File: config.mk
export PLATFORM = sky130hd
export DESIGN_NAME = usb_config_descriptor_hid_scanner_flat
export DESIGN_NICKNAME = d
export VERILOG_FILES = /design/src/rtl/ucdhs_pkg.sv /design/src/rtl/ucdhs_if.sv /design/src/rtl/usb_config_descriptor_hid_scanner.sv /design/src/rtl/ucdhs_judge.sv /design/src/flat_wrapper.sv
export SDC_FILE = /design/constraint.sdc
export NUM_CORES = 1
export LEC_CHECK = 0
export BUFFER_PORTS_ARGS = -buffer_cell sky130_fd_sc_hd__clkbuf_2
export CAP_MARGIN = 25
export CORE_ASPECT_RATIO = 1.75
export CORE_UTILIZATION = 48
export CTS_BUF_LIST = sky130_fd_sc_hd__clkbuf_2 sky130_fd_sc_hd__clkbuf_4 sky130_fd_sc_hd__clkbuf_8
export DETAILED_ROUTE_END_ITERATION = 10
export PLACE_DENSITY = 0.66
export SYNTH_ARGS = -nofsm -noshare
export SYNTH_HDL_FRONTEND = slang
export SYNTH_SLANG_ARGS = --single-unit
File: constraint.sdc
create_clock -name clock -period 10.9 [get_ports clock]
set_clock_uncertainty 0.1 [all_clocks]
set_input_delay 2.18 -clock clock [delete_from_list [all_inputs] [get_ports clock]]
set_output_delay 2.18 -clock clock [all_outputs]
set_load 0.05 [all_outputs]
File: src/rtl/ucdhs_pkg.sv
// shared types and constants of the boot-hid configuration descriptor scanner
package ucdhs_pkg;

   localparam int unsigned HEAD_BYTES = 8;
   localparam int unsigned CONFIG_POS = 5;

   localparam logic [7:0] TYPE_INTERFACE = 8'd4;
   localparam logic [7:0] TYPE_ENDPOINT  = 8'd5;
   localparam logic [7:0] HID_CLASS      = 8'd3;
   localparam logic [7:0] BOOT_SUBCLASS  = 8'd1;
   localparam logic [7:0] PROTO_KEYBOARD = 8'd1;
   localparam logic [7:0] PROTO_MOUSE    = 8'd2;
   localparam logic [7:0] IF_MIN_LEN     = 8'd8;
   localparam logic [7:0] EP_MIN_LEN     = 8'd7;
   localparam logic [1:0] XFER_INTERRUPT = 2'b11;
   localparam logic [15:0] MPS_MASK      = 16'h07FF;

   typedef logic [HEAD_BYTES-1:0][7:0] head_type;

   typedef struct packed {
      logic        is_interface;
      logic        hid_ok;
      logic        match;
      logic [7:0]  endpoint_address;
      logic [10:0] max_packet_size;
      logic [7:0]  poll_interval;
   } judge_type;

endpackage

File: src/rtl/ucdhs_if.sv
// valid/ready channel interfaces for descriptor bytes and scan results

interface ucdhs_req_if;
   logic       valid;
   logic       ready;
   logic [7:0] data_byte;
   logic       last;

   modport source (output valid, output data_byte, output last, input ready);
   modport sink   (input valid, input data_byte, input last, output ready);
endinterface

interface ucdhs_rsp_if;
   logic        valid;
   logic        ready;
   logic        found;
   logic [7:0]  config_id;
   logic [7:0]  iface_id;
   logic [7:0]  boot_protocol;
   logic [7:0]  endpoint_address;
   logic [10:0] max_packet_size;
   logic [7:0]  poll_interval;

   modport source (output valid, output found, output config_id,
                   output iface_id, output boot_protocol,
                   output endpoint_address, output max_packet_size,
                   output poll_interval, input ready);
   modport sink   (input valid, input found, input config_id,
                   input iface_id, input boot_protocol,
                   input endpoint_address, input max_packet_size,
                   input poll_interval, output ready);
endinterface

File: src/rtl/usb_config_descriptor_hid_scanner.sv
// top level: walks a configuration descriptor set and reports the boot-hid interrupt-in endpoint
//
// Descriptor bytes come in on req_ch one per transfer, the final byte flagged by last; one
// result leaves on rsp_ch per set: found=1 with the captured fields at the end of the first
// interrupt-in endpoint of a boot keyboard or mouse interface, otherwise found=0 at the last
// byte. Each byte lands in an input register; the walk counters and the descriptor head are
// updated from it, and a result goes to the output register. Bytes flow at one per cycle
// while results are taken; a pending result only holds back a byte that would itself
// produce one. Bytes past MAX_BYTES in a set are ignored except for their last flag.
// There is no clearing pass after reset.
module usb_config_descriptor_hid_scanner #(
   parameter int unsigned MAX_BYTES = 256
) (
   input  logic        clock,
   input  logic        reset,
   ucdhs_req_if.sink   req_ch,
   ucdhs_rsp_if.source rsp_ch
);

   localparam int unsigned CNT_W = $clog2(MAX_BYTES + 1);
   localparam int unsigned POS_W = (CNT_W > 9) ? CNT_W : 9;

   // input register
   logic       s1_valid_ff, s1_valid_in;
   logic [7:0] s1_byte_ff;
   logic       s1_last_ff;
   logic       s1_adv;

   // walk state
   logic [POS_W-1:0]    byte_count_ff, byte_count_in;
   logic [POS_W-1:0]    next_start_ff, next_start_in;
   ucdhs_pkg::head_type head_ff, head_in;
   logic                hid_ff, hid_in;
   logic                stopped_ff, stopped_in;
   logic                sent_ff, sent_in;
   logic [7:0]          cfg_ff, cfg_in;
   logic [7:0]          ifnum_ff, ifnum_in;
   logic [7:0]          proto_ff, proto_in;

   // result register
   logic        rsp_valid_ff, rsp_valid_in;
   logic        found_ff;
   logic [7:0]  config_id_ff, iface_id_ff, boot_protocol_ff;
   logic [7:0]  endpoint_address_ff, poll_interval_ff;
   logic [10:0] max_packet_size_ff;

   logic                 in_range, walk_en, off_lt8, zero_stop;
   logic                 close_long, close_one, match_now, emit;
   logic [POS_W-1:0]     off_full;
   logic [2:0]           off_idx;
   ucdhs_pkg::head_type  view;
   logic [7:0]           dlen;
   ucdhs_pkg::judge_type verdict;

   ucdhs_judge u_judge (
      .head       (view),
      .dlen       (dlen),
      .hid_active (hid_ff),
      .verdict    (verdict)
   );

   always_comb begin
      in_range = byte_count_ff < POS_W'(MAX_BYTES);
      walk_en  = s1_valid_ff && in_range && (byte_count_ff != '0) && !sent_ff
                 && !stopped_ff && (byte_count_ff >= next_start_ff);
      off_full = byte_count_ff - next_start_ff;
      off_lt8  = off_full < POS_W'(ucdhs_pkg::HEAD_BYTES);
      off_idx  = off_full[2:0];

      // head as seen with the current byte in place
      view = head_ff;
      if (off_lt8) begin
         view[off_idx] = s1_byte_ff;
      end
      dlen       = view[0];
      zero_stop  = (off_full == '0) && (s1_byte_ff == 8'd0);
      close_long = (dlen >= 8'd2) && ((off_full + 1'b1) == POS_W'(dlen));
      // a one-byte descriptor ends at its type byte, which also opens the next one
      close_one  = (dlen == 8'd1) && (off_full == POS_W'(1));
      match_now  = walk_en && !zero_stop && close_long && verdict.match;
      emit       = s1_valid_ff && (match_now || (s1_last_ff && !sent_ff));
      s1_adv     = s1_valid_ff && (!emit || !rsp_valid_ff || rsp_ch.ready);

      byte_count_in = byte_count_ff;
      next_start_in = next_start_ff;
      head_in       = head_ff;
      hid_in        = hid_ff;
      stopped_in    = stopped_ff;
      sent_in       = sent_ff;
      cfg_in        = cfg_ff;
      ifnum_in      = ifnum_ff;
      proto_in      = proto_ff;

      if (s1_valid_ff && in_range) begin
         byte_count_in = byte_count_ff + 1'b1;
         if (byte_count_ff == '0) begin
            next_start_in = POS_W'(s1_byte_ff);
            if (s1_byte_ff == 8'd0) begin
               stopped_in = 1'b1;
            end
         end
         if (byte_count_ff == POS_W'(ucdhs_pkg::CONFIG_POS)) begin
            cfg_in = s1_byte_ff;
         end
      end

      if (walk_en) begin
         if (zero_stop) begin
            stopped_in = 1'b1;
         end else if (close_long) begin
            next_start_in = next_start_ff + POS_W'(dlen);
            if (verdict.is_interface) begin
               hid_in = verdict.hid_ok;
               if (verdict.hid_ok) begin
                  ifnum_in = view[2];
                  proto_in = view[7];
               end
            end
            if (verdict.match) begin
               sent_in    = 1'b1;
               stopped_in = 1'b1;
            end
         end else if (close_one) begin
            next_start_in = next_start_ff + 1'b1;
            if (verdict.is_interface) begin
               hid_in = 1'b0;
            end
            head_in[0] = s1_byte_ff;
            if (s1_byte_ff == 8'd0) begin
               stopped_in = 1'b1;
            end
         end else if (off_lt8) begin
            head_in[off_idx] = s1_byte_ff;
         end
      end

      // end of set returns the walk to its reset state
      if (s1_valid_ff && s1_last_ff) begin
         byte_count_in = '0;
         next_start_in = '0;
         hid_in        = 1'b0;
         stopped_in    = 1'b0;
         sent_in       = 1'b0;
         cfg_in        = 8'd0;
         ifnum_in      = 8'd0;
         proto_in      = 8'd0;
      end

      s1_valid_in = req_ch.valid || (s1_valid_ff && !s1_adv);

      if (s1_adv && emit) begin
         rsp_valid_in = 1'b1;
      end else if (rsp_ch.ready) begin
         rsp_valid_in = 1'b0;
      end else begin
         rsp_valid_in = rsp_valid_ff;
      end
   end

   assign req_ch.ready = !s1_valid_ff || s1_adv;

   always_ff @(posedge clock) begin
      if (reset) begin
         s1_valid_ff   <= 1'b0;
         rsp_valid_ff  <= 1'b0;
         byte_count_ff <= '0;
         next_start_ff <= '0;
         hid_ff        <= 1'b0;
         stopped_ff    <= 1'b0;
         sent_ff       <= 1'b0;
         cfg_ff        <= 8'd0;
         ifnum_ff      <= 8'd0;
         proto_ff      <= 8'd0;
      end else begin
         s1_valid_ff  <= s1_valid_in;
         rsp_valid_ff <= rsp_valid_in;
         if (s1_adv) begin
            byte_count_ff <= byte_count_in;
            next_start_ff <= next_start_in;
            hid_ff        <= hid_in;
            stopped_ff    <= stopped_in;
            sent_ff       <= sent_in;
            cfg_ff        <= cfg_in;
            ifnum_ff      <= ifnum_in;
            proto_ff      <= proto_in;
         end
      end
   end

   always_ff @(posedge clock) begin
      if (req_ch.ready) begin
         s1_byte_ff <= req_ch.data_byte;
         s1_last_ff <= req_ch.last;
      end
      if (s1_adv) begin
         head_ff <= head_in;
      end
      if (s1_adv && emit) begin
         found_ff <= match_now;
         if (match_now) begin
            // header byte five may arrive with this very byte
            config_id_ff        <= (byte_count_ff == POS_W'(ucdhs_pkg::CONFIG_POS))
                                   ? s1_byte_ff : cfg_ff;
            iface_id_ff         <= ifnum_ff;
            boot_protocol_ff    <= proto_ff;
            endpoint_address_ff <= verdict.endpoint_address;
            max_packet_size_ff  <= verdict.max_packet_size;
            poll_interval_ff    <= verdict.poll_interval;
         end else begin
            config_id_ff        <= 8'd0;
            iface_id_ff         <= 8'd0;
            boot_protocol_ff    <= 8'd0;
            endpoint_address_ff <= 8'd0;
            max_packet_size_ff  <= 11'd0;
            poll_interval_ff    <= 8'd0;
         end
      end
   end

   assign rsp_ch.valid            = rsp_valid_ff;
   assign rsp_ch.found            = found_ff;
   assign rsp_ch.config_id        = config_id_ff;
   assign rsp_ch.iface_id         = iface_id_ff;
   assign rsp_ch.boot_protocol    = boot_protocol_ff;
   assign rsp_ch.endpoint_address = endpoint_address_ff;
   assign rsp_ch.max_packet_size  = max_packet_size_ff;
   assign rsp_ch.poll_interval    = poll_interval_ff;

   // a waiting result is never overwritten
   a_no_overwrite: assert property (@(posedge clock) disable iff (reset)
      (rsp_valid_ff && !rsp_ch.ready) |-> !(s1_adv && emit))
      else $error("result register overwritten while stalled");

   // once an endpoint is reported the walk is frozen
   a_sent_stops: assert property (@(posedge clock) disable iff (reset)
      sent_ff |-> stopped_ff)
      else $error("walk still running after a reported endpoint");

   // a found transfer inside a set locks out further results
   a_match_locks: assert property (@(posedge clock) disable iff (reset)
      (s1_adv && match_now && !s1_last_ff) |=> sent_ff)
      else $error("match did not set the sent flag");

   // the last byte returns the walk to its start
   a_last_resets: assert property (@(posedge clock) disable iff (reset)
      (s1_adv && s1_last_ff) |=> (byte_count_ff == '0 && !sent_ff && !stopped_ff))
      else $error("walk state not cleared after the last byte");

   a_count_bound: assert property (@(posedge clock) disable iff (reset)
      byte_count_ff <= POS_W'(MAX_BYTES))
      else $error("byte count past its limit");

endmodule

File: src/rtl/ucdhs_judge.sv
// decision on one completed descriptor: boot-hid interface or interrupt-in endpoint
module ucdhs_judge (
   input  ucdhs_pkg::head_type  head,
   input  logic [7:0]           dlen,
   input  logic                 hid_active,
   output ucdhs_pkg::judge_type verdict
);

   logic [7:0]  dtype;
   logic [15:0] mps_raw;

   always_comb begin
      dtype   = head[1];
      mps_raw = {head[5], head[4]} & ucdhs_pkg::MPS_MASK;

      verdict.is_interface = (dtype == ucdhs_pkg::TYPE_INTERFACE);
      verdict.hid_ok = verdict.is_interface
                       && (dlen >= ucdhs_pkg::IF_MIN_LEN)
                       && (head[5] == ucdhs_pkg::HID_CLASS)
                       && (head[6] == ucdhs_pkg::BOOT_SUBCLASS)
                       && (head[7] inside {ucdhs_pkg::PROTO_KEYBOARD,
                                           ucdhs_pkg::PROTO_MOUSE});
      verdict.match = (dtype == ucdhs_pkg::TYPE_ENDPOINT) && hid_active
                      && (dlen >= ucdhs_pkg::EP_MIN_LEN)
                      && head[2][7]
                      && (head[3][1:0] == ucdhs_pkg::XFER_INTERRUPT);
      verdict.endpoint_address = head[2];
      verdict.max_packet_size  = mps_raw[10:0];
      verdict.poll_interval    = head[6];
   end

endmodule
File: src/flat_wrapper.sv
// flat-port wrapper written by rule: the top's interface ports become plain ports
module usb_config_descriptor_hid_scanner_flat 
#(
   parameter int unsigned MAX_BYTES = 256
)
  (clock, reset, req_ch_valid, req_ch_data_byte, req_ch_last, req_ch_ready, rsp_ch_valid, rsp_ch_found, rsp_ch_config_id, rsp_ch_iface_id, rsp_ch_boot_protocol, rsp_ch_endpoint_address, rsp_ch_max_packet_size, rsp_ch_poll_interval, rsp_ch_ready);
  ucdhs_req_if req_ch_i ();
  ucdhs_rsp_if rsp_ch_i ();
  input  logic clock;
  input  logic reset;
  input wire logic [$bits(req_ch_i.valid)-1:0] req_ch_valid;
  input wire logic [$bits(req_ch_i.data_byte)-1:0] req_ch_data_byte;
  input wire logic [$bits(req_ch_i.last)-1:0] req_ch_last;
  output wire logic [$bits(req_ch_i.ready)-1:0] req_ch_ready;
  output wire logic [$bits(rsp_ch_i.valid)-1:0] rsp_ch_valid;
  output wire logic [$bits(rsp_ch_i.found)-1:0] rsp_ch_found;
  output wire logic [$bits(rsp_ch_i.config_id)-1:0] rsp_ch_config_id;
  output wire logic [$bits(rsp_ch_i.iface_id)-1:0] rsp_ch_iface_id;
  output wire logic [$bits(rsp_ch_i.boot_protocol)-1:0] rsp_ch_boot_protocol;
  output wire logic [$bits(rsp_ch_i.endpoint_address)-1:0] rsp_ch_endpoint_address;
  output wire logic [$bits(rsp_ch_i.max_packet_size)-1:0] rsp_ch_max_packet_size;
  output wire logic [$bits(rsp_ch_i.poll_interval)-1:0] rsp_ch_poll_interval;
  input wire logic [$bits(rsp_ch_i.ready)-1:0] rsp_ch_ready;
  assign req_ch_i.valid = req_ch_valid;
  assign req_ch_i.data_byte = req_ch_data_byte;
  assign req_ch_i.last = req_ch_last;
  assign req_ch_ready = req_ch_i.ready;
  assign rsp_ch_valid = rsp_ch_i.valid;
  assign rsp_ch_found = rsp_ch_i.found;
  assign rsp_ch_config_id = rsp_ch_i.config_id;
  assign rsp_ch_iface_id = rsp_ch_i.iface_id;
  assign rsp_ch_boot_protocol = rsp_ch_i.boot_protocol;
  assign rsp_ch_endpoint_address = rsp_ch_i.endpoint_address;
  assign rsp_ch_max_packet_size = rsp_ch_i.max_packet_size;
  assign rsp_ch_poll_interval = rsp_ch_i.poll_interval;
  assign rsp_ch_i.ready = rsp_ch_ready;
  usb_config_descriptor_hid_scanner #(.MAX_BYTES(MAX_BYTES)) u_core (.clock(clock), .reset(reset), .req_ch(req_ch_i), .rsp_ch(rsp_ch_i));
endmodule
Yosys cells after proc, flatten, opt, wreduce, memory -nomap -nowiden:

Cells that the tools add are included.

* register bits: 172
* input port bits: 13

* add/subtract/negate cells: 5
* $lt $le $gt $ge: 8
* equal/unequal tests: 14
* mux-type cells: 53
* bitwise logic cells: 3
* reduce and logical (&&, ||, !) cells: 58

Operator list (number)
* $mux W8: 17
* $mux W9: 9
* $bwmux W64: 1
* $mux W64: 1
* $add A9 B1 Y9 const B: 3
* $logic_and A1 B1 Y1: 26
* $demux W8 S3: 1
* $eq A8 B1 Y1 const B: 3
* $mux W1: 24
* $logic_not A9 Y1: 2
* $reduce_and A6 Y1: 3
* $eq A8 B2 Y1 const B: 2
* $eq A8 B3 Y1 const B: 2
* $reduce_bool A2 Y1: 8
* $reduce_and A5 Y1: 2
* $add A9 B8 Y9: 1
* $eq A9 B1 Y1 const B: 1
* $eq A9 B3 Y1 const B: 1
* $eq A9 B8 Y1: 1
* $ge A9 B9 Y1: 1
* $lt A9 B4 Y1 const B: 1
* $lt A9 B9 Y1 const B: 1
* $reduce_bool A9 Y1: 1
* $sub A9 B9 Y9: 1
* 15 further kinds: 28

Depth between registers and ports, before layout:

Gate-level depths: netlist of run 1.

* depth in word-level cells: 22
* depth in mapped cells: 26

Modules after synthesis:

From an unflattened synthesis of run 1, not the netlist that was laid out.

* cell total of the unflattened synthesis: 827
* area, all modules: 9313.9 um2

By module, submodules not included
* usb_config_descriptor_hid_scanner: instances 1, cells each 779, area an instance 8964.8 um2, seq. area each 4694.5 um2
* ucdhs_judge: instances 1, cells each 48, area an instance 349.1 um2, seq. area each 0.0 um2

Worst setup path after synthesis of run 1:

OpenSTA, ideal clock, no wires.

* path type: register to register
* from: reg u_core.byte_count_ff[0]
* to: reg u_core.head_ff[10] in the netlist's numbering, enable pin
* setup time: 0.582 ns
* arrival: 7.965 ns
* required time: 10.218 ns
* path slack: 2.253 ns
* cell stages (with the launch flop): 14
* path buffers: 0
* cell sequence: dfxtp_1 inv_1 ha_1 fa_1 nand2b_1 a2111oi_4 o31a_1 o22ai_2 nor3_4 nand2_2 mux2i_2 o2111ai_1 nor3_2 nor4_1

* cells in the longest elaborated chain, start to end: 20

Ends and longest elaborated chain
* start: declaration: RTL line usb_config_descriptor_hid_scanner.sv:30 `logic [POS_W-1:0] byte_count_ff, byte_count_in;`
* start signal: assignment: RTL line usb_config_descriptor_hid_scanner.sv:178 `byte_count_ff <= byte_count_in;`
* parallel branches: the longest is 19 deep, another holds $sub A9 B9 Y9
* $reduce_and A5 Y1 (no source line) *
* end signal: assignment: RTL line usb_config_descriptor_hid_scanner.sv:196 `head_ff <= head_in;`
* end: declaration: RTL line usb_config_descriptor_hid_scanner.sv:32 `ucdhs_pkg::head_type head_ff, head_in;`

Every way passes the cells marked *.
A chain may end at the register's enable or synchronous reset.

Worst setup path in the final report of run 1:

* from: reg u_core.byte_count_ff[0]
* to: out req_ch_ready

* cells in the longest elaborated chain, start to end: 20

Ends and longest elaborated chain
* parallel branches: the longest is 12 deep, another holds $sub A9 B9 Y9
* $logic_and A1 B1 Y1 *: RTL line usb_config_descriptor_hid_scanner.sv:80 `match_now = walk_en && !zero_stop && close_long && verdict.match;`
* $logic_or A1 B1 Y1 *: RTL line usb_config_descriptor_hid_scanner.sv:81 `emit = s1_valid_ff && (match_now || (s1_last_ff && !sent_ff));`
* $logic_and A1 B1 Y1 *: RTL line usb_config_descriptor_hid_scanner.sv:81
* $logic_not A1 Y1 *: RTL line usb_config_descriptor_hid_scanner.sv:82 `s1_adv = s1_valid_ff && (!emit || !rsp_valid_ff || rsp_ch.ready);`
* $logic_or A1 B1 Y1 * (2 in a row): RTL line usb_config_descriptor_hid_scanner.sv:82
* $logic_and A1 B1 Y1 *: RTL line usb_config_descriptor_hid_scanner.sv:82
* $logic_or A1 B1 Y1 *: RTL line usb_config_descriptor_hid_scanner.sv:160 `assign req_ch.ready = !s1_valid_ff || s1_adv;`
* end: declaration: RTL line flat_wrapper.sv:14 `output wire logic [$bits(req_ch_i.ready)-1:0] req_ch_ready;`

Marked as above.

==> metrics.csv, run 1 <==
metric,value,unit
max-clock-path-buffers,2,
synthArstFlopShare,0,%
hold_class,flop to flop,
tightest_slew,1.03,ns
worstSetupPathType,flop to primary output,
synth-edff-count,119,
p_per_area,134,nW/um2
cts_tree,built,
multiInputGateArea,4230,um2
synth_mux_area_share,8.47,%
nets,932,
slew_violations,0,
syn_nets,882,
critPathRequiredTime,8.62,ns
p_int,0.967,mW
end_kind,primary output,
placed_area,9620,um2
root_buffer,clkbuf_8,
clkTransAtPathRegs,0.09,ns
dr.pass1.iters,6,
slew_headroom,31.6,%
overflow,0,
area_growth,10.2,%
dieArea,19500,um2
combPwrFrac,14.7,%
synth_top_cells_by_area,"edfxtp_1, dfxtp_1, mux2_2",
wire_per_inst,20.1,um
synth.distinct_cells,85,
period_share,73.5,%
synth-compound-area-share,13.4,%
cp_max_fo,12,
pwr-share-clk,33.8,%
htreeDepth,4,
ant_nets,0,
rsz0062_at_grt,false,
start_util,49.0,%
netlist_area,9100,um2
synth_warnings,0,
dpl.cell_count,1111,
p_switching,0.376,mW
num_vias,6678,
synth_top_family_by_area,simple AND/OR/NAND/NOR gates,
totalWireLength,23000,um
ctsResizeCount,0,
diodes,0,
drcViolationCount,0,
num_rows,66,
synthXorXnorAreaFrac,2.31,%
finalSetupTns,0,ns
ios,67,
setup_viol,0,
clk_latency,0.46,ns
layout.area.seq,4510,um2
core_region_area,18600,um2
synth-seq-cells,166,
arrival,5.73,ns
die_x,106,um
power_leakage,3.94,nW
port_buffers,66,
worst_slack,2.89,ns
yosys.area_share.simple,18.3,%
yosys.area.top_type_share,39.3,%
grt_max_degree,53,
drive_gt1_share,20.1,%
peakVddDrop,80.6,uV
drtIter0Drc,344,
place_ws,3.37,ns
yosys.area.top_type,edfxtp_1,
syn_inst,842,
design_area,10000,um2
p_sw_share,28.0,%
numClockSinks,166,
hold_buffers,0,
fp.dieH,184,um
final_util,54.0,%
start_kind,flop,
pwr-share-seq,51.5,%
period_needed,8.01,ns
grt_pass1_vias,6645,
grtUsageTotal,24.7,%
hpwlAfterDp,17200,um
synth-main-ff-cell,edfxtp_1,
maxCapViolations,0,
globalplace.congestion,0.931,
fill_cells,1699,
grt_pass1_wl,36100,um
hold_viol,0,
fmax,125,MHz
synth_fa_ha_area_share,3.88,%
grt_antenna_before_repair,0,
synth_seq_area_share,49.6,%
synth_area_per_cell,10.8,um2
viasPerCell,5.84,
final_cells,1143,
cts_buffers,17,
post_cts_buffers,0,
status,finished clean,
[layer usage]
metal  routed length (um)  vias up  share of wire [%]  GRT usage, %
met4                 1310        0                5.7          15.8
met2                12500      186                 54          46.1
met1                 8480     3214                 37          25.5
met3                  700       63                3.0          3.32
li1                     -     3215                  -             -
met5                    0        -                  0             0
[cells in the mapped netlist (all sizes together), types with 8 or more instances]
cell type,number
clkbuf,36
nand4,19
o21ai,25
buf,9
or3,10
a21oi,35
nor2,63
ha,25
a22o,14
mux2,45
and2,38
nor3,19
xnor2,15
and3,19
inv,46
xor2,9
nand2b,12
nand3,22
edfxtp,119
nor4,12
a21o,9
mux2i,26
nor2b,9
nand2,54
and4,8
dfxtp,47
[flip-flops by register name, indices dropped and copies added (netlist names), 9 cells and up]
register	cells
u_core.next_start_ff	9
u_core.byte_count_ff	9
u_core.head_ff	58
u_core.rsp_ch.max_packet_size	11
[area by class of cell]
cell class,instances,share of cell area [%]
clock inverters,12,1.41
multi-input cells,585,42.2
clock buffers,20,2.62
repair buffers,76,4.04
inverters,46,1.72
well taps,238,2.97
flip-flops and latches,166,45.0
[critical path, cell delays in order (launching register included)]
cell and delay [ns]:
dfxtp_1 0.39, inv_1 0.12, ha_1 0.20, fa_1 0.46
nand2b_1 0.24, a21oi_1 0.36, nor3_1 0.12, a41oi_2 0.49
a21oi_2 0.21, nand2_2 0.30, mux2i_2 0.45, o2111ai_1 0.31
nor4_2 0.55, a21oi_1 0.17, nand2b_1 0.52, clkbuf_2 0.38
[path summary, 6_finish.rpt]
| path | to | slack [ns] | cells after the start | startpoint |
|---|---|---|---|---|
| max | req_ch_ready | 2.89 | 15 | u_core.byte_count_ff[0]$_SDFFE_PP0P_ |
| min | u_core.proto_ff[0]$_SDFFE_PP0P_ | 0.37 | 2 | u_core.proto_ff[0]$_SDFFE_PP0P_ |
| max reg2reg | u_core.next_start_ff[8]$_SDFFE_PP0P_ | 4.95 | 22 | u_core.byte_count_ff[0]$_SDFFE_PP0P_ |
| min reg2reg | u_core.proto_ff[0]$_SDFFE_PP0P_ | 0.37 | 2 | u_core.proto_ff[0]$_SDFFE_PP0P_ |
[cell families (layout without fill, tap and decap cells)]
group | Yosys count | after routing
buf+inv | 91 | 154
mux | 71 | 71
flops | 166 | 166
xor+xnor | 24 | 24
fa+ha+maj | 27 | 27
simple gates | 306 | 306
compound gates | 157 | 157
[power groups by stage]
stage	sequential [mW]	combinational [mW]	clock (mW)
global placement	0.706	0.195	0
floorplan	0.706	0.146	0
CTS	0.692	0.197	0.464
detailed placement	0.706	0.196	0
finish	0.692	0.197	0.454
global route	0.693	0.213	0.488
[through the flow]
| step | hold WS, ns | total power [mW] |
|---|---|---|
| 2_1_floorplan | 0.332 | 0.852 |
| 3_3_place_gp | 0.343 | 0.901 |
| 3_5_place_dp | 0.350 | 0.902 |
| 4_1_cts | 0.371 | 1.35 |
| 5_1_grt | 0.382 | 1.39 |
| 6_report | 0.369 | 1.34 |
[placed cells by master, fill, tap and decap left out, types with 6 or more instances in the layout]
| master | synthesis | final |
|---|---|---|
| edfxtp_1 | 119 | 119 |
| clkbuf_2 | 0 | 66 |
| nor2_1 | 63 | 62 |
| nand2_1 | 51 | 51 |
| dfxtp_1 | 47 | 47 |
| inv_1 | 46 | 46 |
| mux2_2 | 40 | 40 |
| and2_1 | 36 | 36 |
| a21oi_1 | 34 | 34 |
| mux2i_1 | 25 | 25 |
| ha_1 | 25 | 25 |
| o21ai_0 | 22 | 22 |
| nand3_1 | 21 | 21 |
| and3_1 | 19 | 19 |
| nand4_1 | 19 | 19 |
| clkbuf_8 | 0 | 18 |
| nor3_1 | 17 | 17 |
| xnor2_1 | 15 | 15 |
| a22o_1 | 14 | 14 |
| nand2b_1 | 12 | 12 |
| nor4_1 | 11 | 10 |
| buf_4 | 0 | 10 |
| or3_1 | 9 | 9 |
| nor2b_1 | 9 | 9 |
| xor2_1 | 9 | 9 |
| and4_1 | 8 | 8 |
| a21o_1 | 8 | 8 |
| o21a_1 | 6 | 6 |
| a31oi_1 | 6 | 6 |
| o21bai_1 | 6 | 6 |
Note: power is estimated with default switching activity, not from simulation.
==> run 2: changes to the inputs <==
--- a/config.mk
+++ b/config.mk
@@ -5,6 +5,7 @@
 export SDC_FILE = /design/constraint.sdc
 export NUM_CORES = 1
 export LEC_CHECK = 0
+export ABC_AREA = 1
 export BUFFER_PORTS_ARGS = -buffer_cell sky130_fd_sc_hd__clkbuf_2
 export CAP_MARGIN = 25
 export CORE_ASPECT_RATIO = 1.75
==> constraint.sdc (replaced) <==
create_clock -name clock -period 8.1 [get_ports clock]
set_clock_uncertainty 0.1 [all_clocks]
set_input_delay 1.62 -clock clock [delete_from_list [all_inputs] [get_ports clock]]
set_output_delay 1.62 -clock clock [all_outputs]
set_load 0.05 [all_outputs]
==> metrics.csv, run 2 <==
metric,value,unit,change
status,finished clean,,
hold_viol,0,,unchanged
synth.most_common_cell,nand2_1,,
max-clock-path-buffers,2,,unchanged
synth_seq_area_share,45.8,%,-3.8 points
syn_nets,1342,,+52%
overflow,0,,unchanged
hold_class,flop to flop,,
synthXorXnorAreaFrac,1.69,%,-0.62 points
synth-seq-cells,166,,unchanged
period_share,85.1,%,
fp.dieH,191,um,+4.0%
area_growth,8.30,%,
clk_latency,0.49,ns,+0.03 ns
drtIter0Drc,601,,+75%
yosys.area_share.simple,30.4,%,+12 points
post_cts_buffers,0,,unchanged
finalSetupTns,0,ns,unchanged
period_needed,6.89,ns,
slew_violations,0,,unchanged
clkTransAtPathRegs,0.11,ns,+0.02 ns
crit_path_cell_trace,inv_1 -> ha_1 -> nand2_1 -> nor2_1 -> nand2_1 -> nand3_1 -> nand2_1 -> nand2_4 -> nor2_8 -> nand3_4 -> inv_2 -> nand2_1 -> nand2_1 -> nand2_1 -> nor2_1 -> nand2_1 -> nor2_2 -> nand3_2 -> o21ai_4 -> nand2_4 -> clkbuf_2,,
yosys-top-cells-count,"nand2_1, inv_1, nor2_1",,
dieArea,21100,um2,+8.1%
nets,1383,,+48%
ant_nets,0,,unchanged
worstSetupPathType,flop to primary output,,
setup_viol,0,,unchanged
netlist_area,9850,um2,+8.2%
endpoint,req_ch_ready,,
maxCapViolations,0,,unchanged
cp-startpoint,u_core.next_start_ff[5]$_SDFFE_PP0P_,,
grt_pass1_wl,41400,um,+15%
placed_area,10300,um2,+6.7%
synth_area_per_cell,7.56,um2,-30%
dr.pass1.iters,5,,-1
fmax,145,MHz,
synthArstFlopShare,0,%,unchanged
multiInputGateArea,4320,um2,+2.2%
timing.rr.start,u_core.next_start_ff[5]$_SDFFE_PP0P_,,
synth_fa_ha_area_share,3.58,%,-0.30 points
synth-main-ff-cell,edfxtp_1,,
top_register,u_core.head_ff,,
tightest_slew,1.01,ns,-0.0190 ns
cp_max_fo,53,,+41
hold_buffers,0,,unchanged
synth-compound-area-share,7.87,%,-5.5 points
power_leakage,5.00,nW,+27%
slew_headroom,32.7,%,+1.1 points
yosys.area.top_type,edfxtp_1,,
layout.cells.most_common,nand2_1,,
num_rows,69,,+4.5%
htreeDepth,4,,unchanged
arrival,5.17,ns,-0.56 ns
syn_inst,1302,,+55%
crit_top_cell,nand2_1,,
synth.distinct_cells,43,,-49%
critPathRequiredTime,6.38,ns,-2.24 ns
rrSetupSlack,1.94,ns,-3.01 ns
slowest_stage,inv_2,,
rsz0062_at_grt,false,,
largest_reg_flops,58,,unchanged
grt_pass1_vias,8000,,+20%
final_util,52.8,%,-1.2 points
max_stage_delay,0.55,ns,about the same
reg2regPathDepth,22,,unchanged
end_kind,primary output,,
r2r-end,u_core.rsp_ch.config_id[5]$_SDFFCE_PP0P_,,
wire_per_inst,16.7,um,-17%
root_buffer,clkbuf_8,,
design_area,10700,um2,+6.4%
port_buffers,66,,unchanged
diodes,0,,unchanged
layout.area.seq,4510,um2,unchanged
grtUsageTotal,26.3,%,+1.6 points
globalplace.congestion,0.940,,+0.91%
cts_buffers,17,,unchanged
cts_tree,built,,
hpwlAfterDp,19600,um,+14%
p_per_area,174,nW/um2,+30%
layout_common_cells,"nand2_1, inv_1, nor2_1, edfxtp_1, o21ai_0",,
synth_mux_area_share,0.203,%,-8.3 points
drive_gt1_share,11.9,%,-8.2 points
peakVddDrop,184,uV,+130%
yosys.area.top_type_share,36.3,%,-3.0 points
totalWireLength,26800,um,+17%
die_x,110,um,+4.0%
ios,67,,unchanged
grt_max_degree,54,,+1.9%
num_vias,8527,,+28%
synth-edff-count,119,,unchanged
start_kind,flop,,
synth_top_cells_by_area,"edfxtp_1, nand2_1, dfxtp_1",,
core_region_area,20200,um2,+8.7%
synth_warnings,0,,unchanged
synth_top_family_by_area,simple AND/OR/NAND/NOR gates,,
hold_path_startpoint,u_core.proto_ff[5]$_SDFFE_PP0P_,,
fill_cells,1993,,+17%
drcViolationCount,0,,unchanged
viasPerCell,5.32,,-9.0%
numClockSinks,166,,unchanged
start_util,48.7,%,-0.22 points
ctsResizeCount,0,,unchanged
grt_antenna_before_repair,0,,unchanged
timing.hold.ws,0.352,ns,-0.0167 ns
run 2: stage by stage:
stage	worst slack [ns]	total power [mW]	instances
5_1_grt	0.716	1.94	1604
2_1_floorplan	1.27	1.20	1302
3_3_place_gp	1.82	1.28	1572
4_1_cts	1.22	1.86	1604
6_report	1.21	1.86	1604
3_5_place_dp	1.76	1.28	1572
run 2: worst min-delay path by stage:
stage                                      endpoint  depth (start not counted)
finish              u_core.proto_ff[5]$_SDFFE_PP0P_                          2
global route        u_core.proto_ff[5]$_SDFFE_PP0P_                          2
CTS                 u_core.proto_ff[5]$_SDFFE_PP0P_                          2
detailed placement  u_core.proto_ff[5]$_SDFFE_PP0P_                          2
global placement    u_core.proto_ff[2]$_SDFFE_PP0P_                          2
floorplan           u_core.proto_ff[2]$_SDFFE_PP0P_                          2
run 2: cells by family (layout without fill, tap and decap cells):
family,after synthesis,in the layout
AO/OA/AOI/OAI,139,139
XOR/XNOR,19,19
adder cells (fa/ha/maj),27,27
buffers and inverters,249,303
flip-flops,166,166
multiplexers,2,2
AND/OR/NAND/NOR,700,700
run 2: routing by layer:
layer / share of wire [%] / track usage, %
met5: 0 / 0
met4: 6.2 / 16.2
met3: 3.5 / 3.55
met2: 52 / 46.9
met1: 38 / 28.7
run 2: power by group:
group	switching (mW)	leakage, nW	total (mW)	internal [mW]
logic	0.227	3.32	0.317	0.0900
registers	0.0197	1.49	0.944	0.924
clock network	0.365	0.193	0.596	0.231
total	0.611	5.00	1.86	1.24
run 2: final cells by class:
cell class	count	share of cell area [%]
Tap cell	248	2.91
Timing Repair Buffer	71	3.45
Multi-Input combinational cell	887	40.5
Inverter	200	7.04
Clock inverter	15	1.54
Clock buffer	17	2.19
Sequential cell	166	42.3
run 2: worst max-delay path, delay by kind of cell (launching register included):
family | cells | cell delay (ns)
and+or+nand+nor | 16 | 2.41
AOI/OAI and AO/OA | 1 | 0.27
adders and majority gates | 1 | 0.40
DFF | 1 | 0.54
buffers and inverters | 3 | 1.02
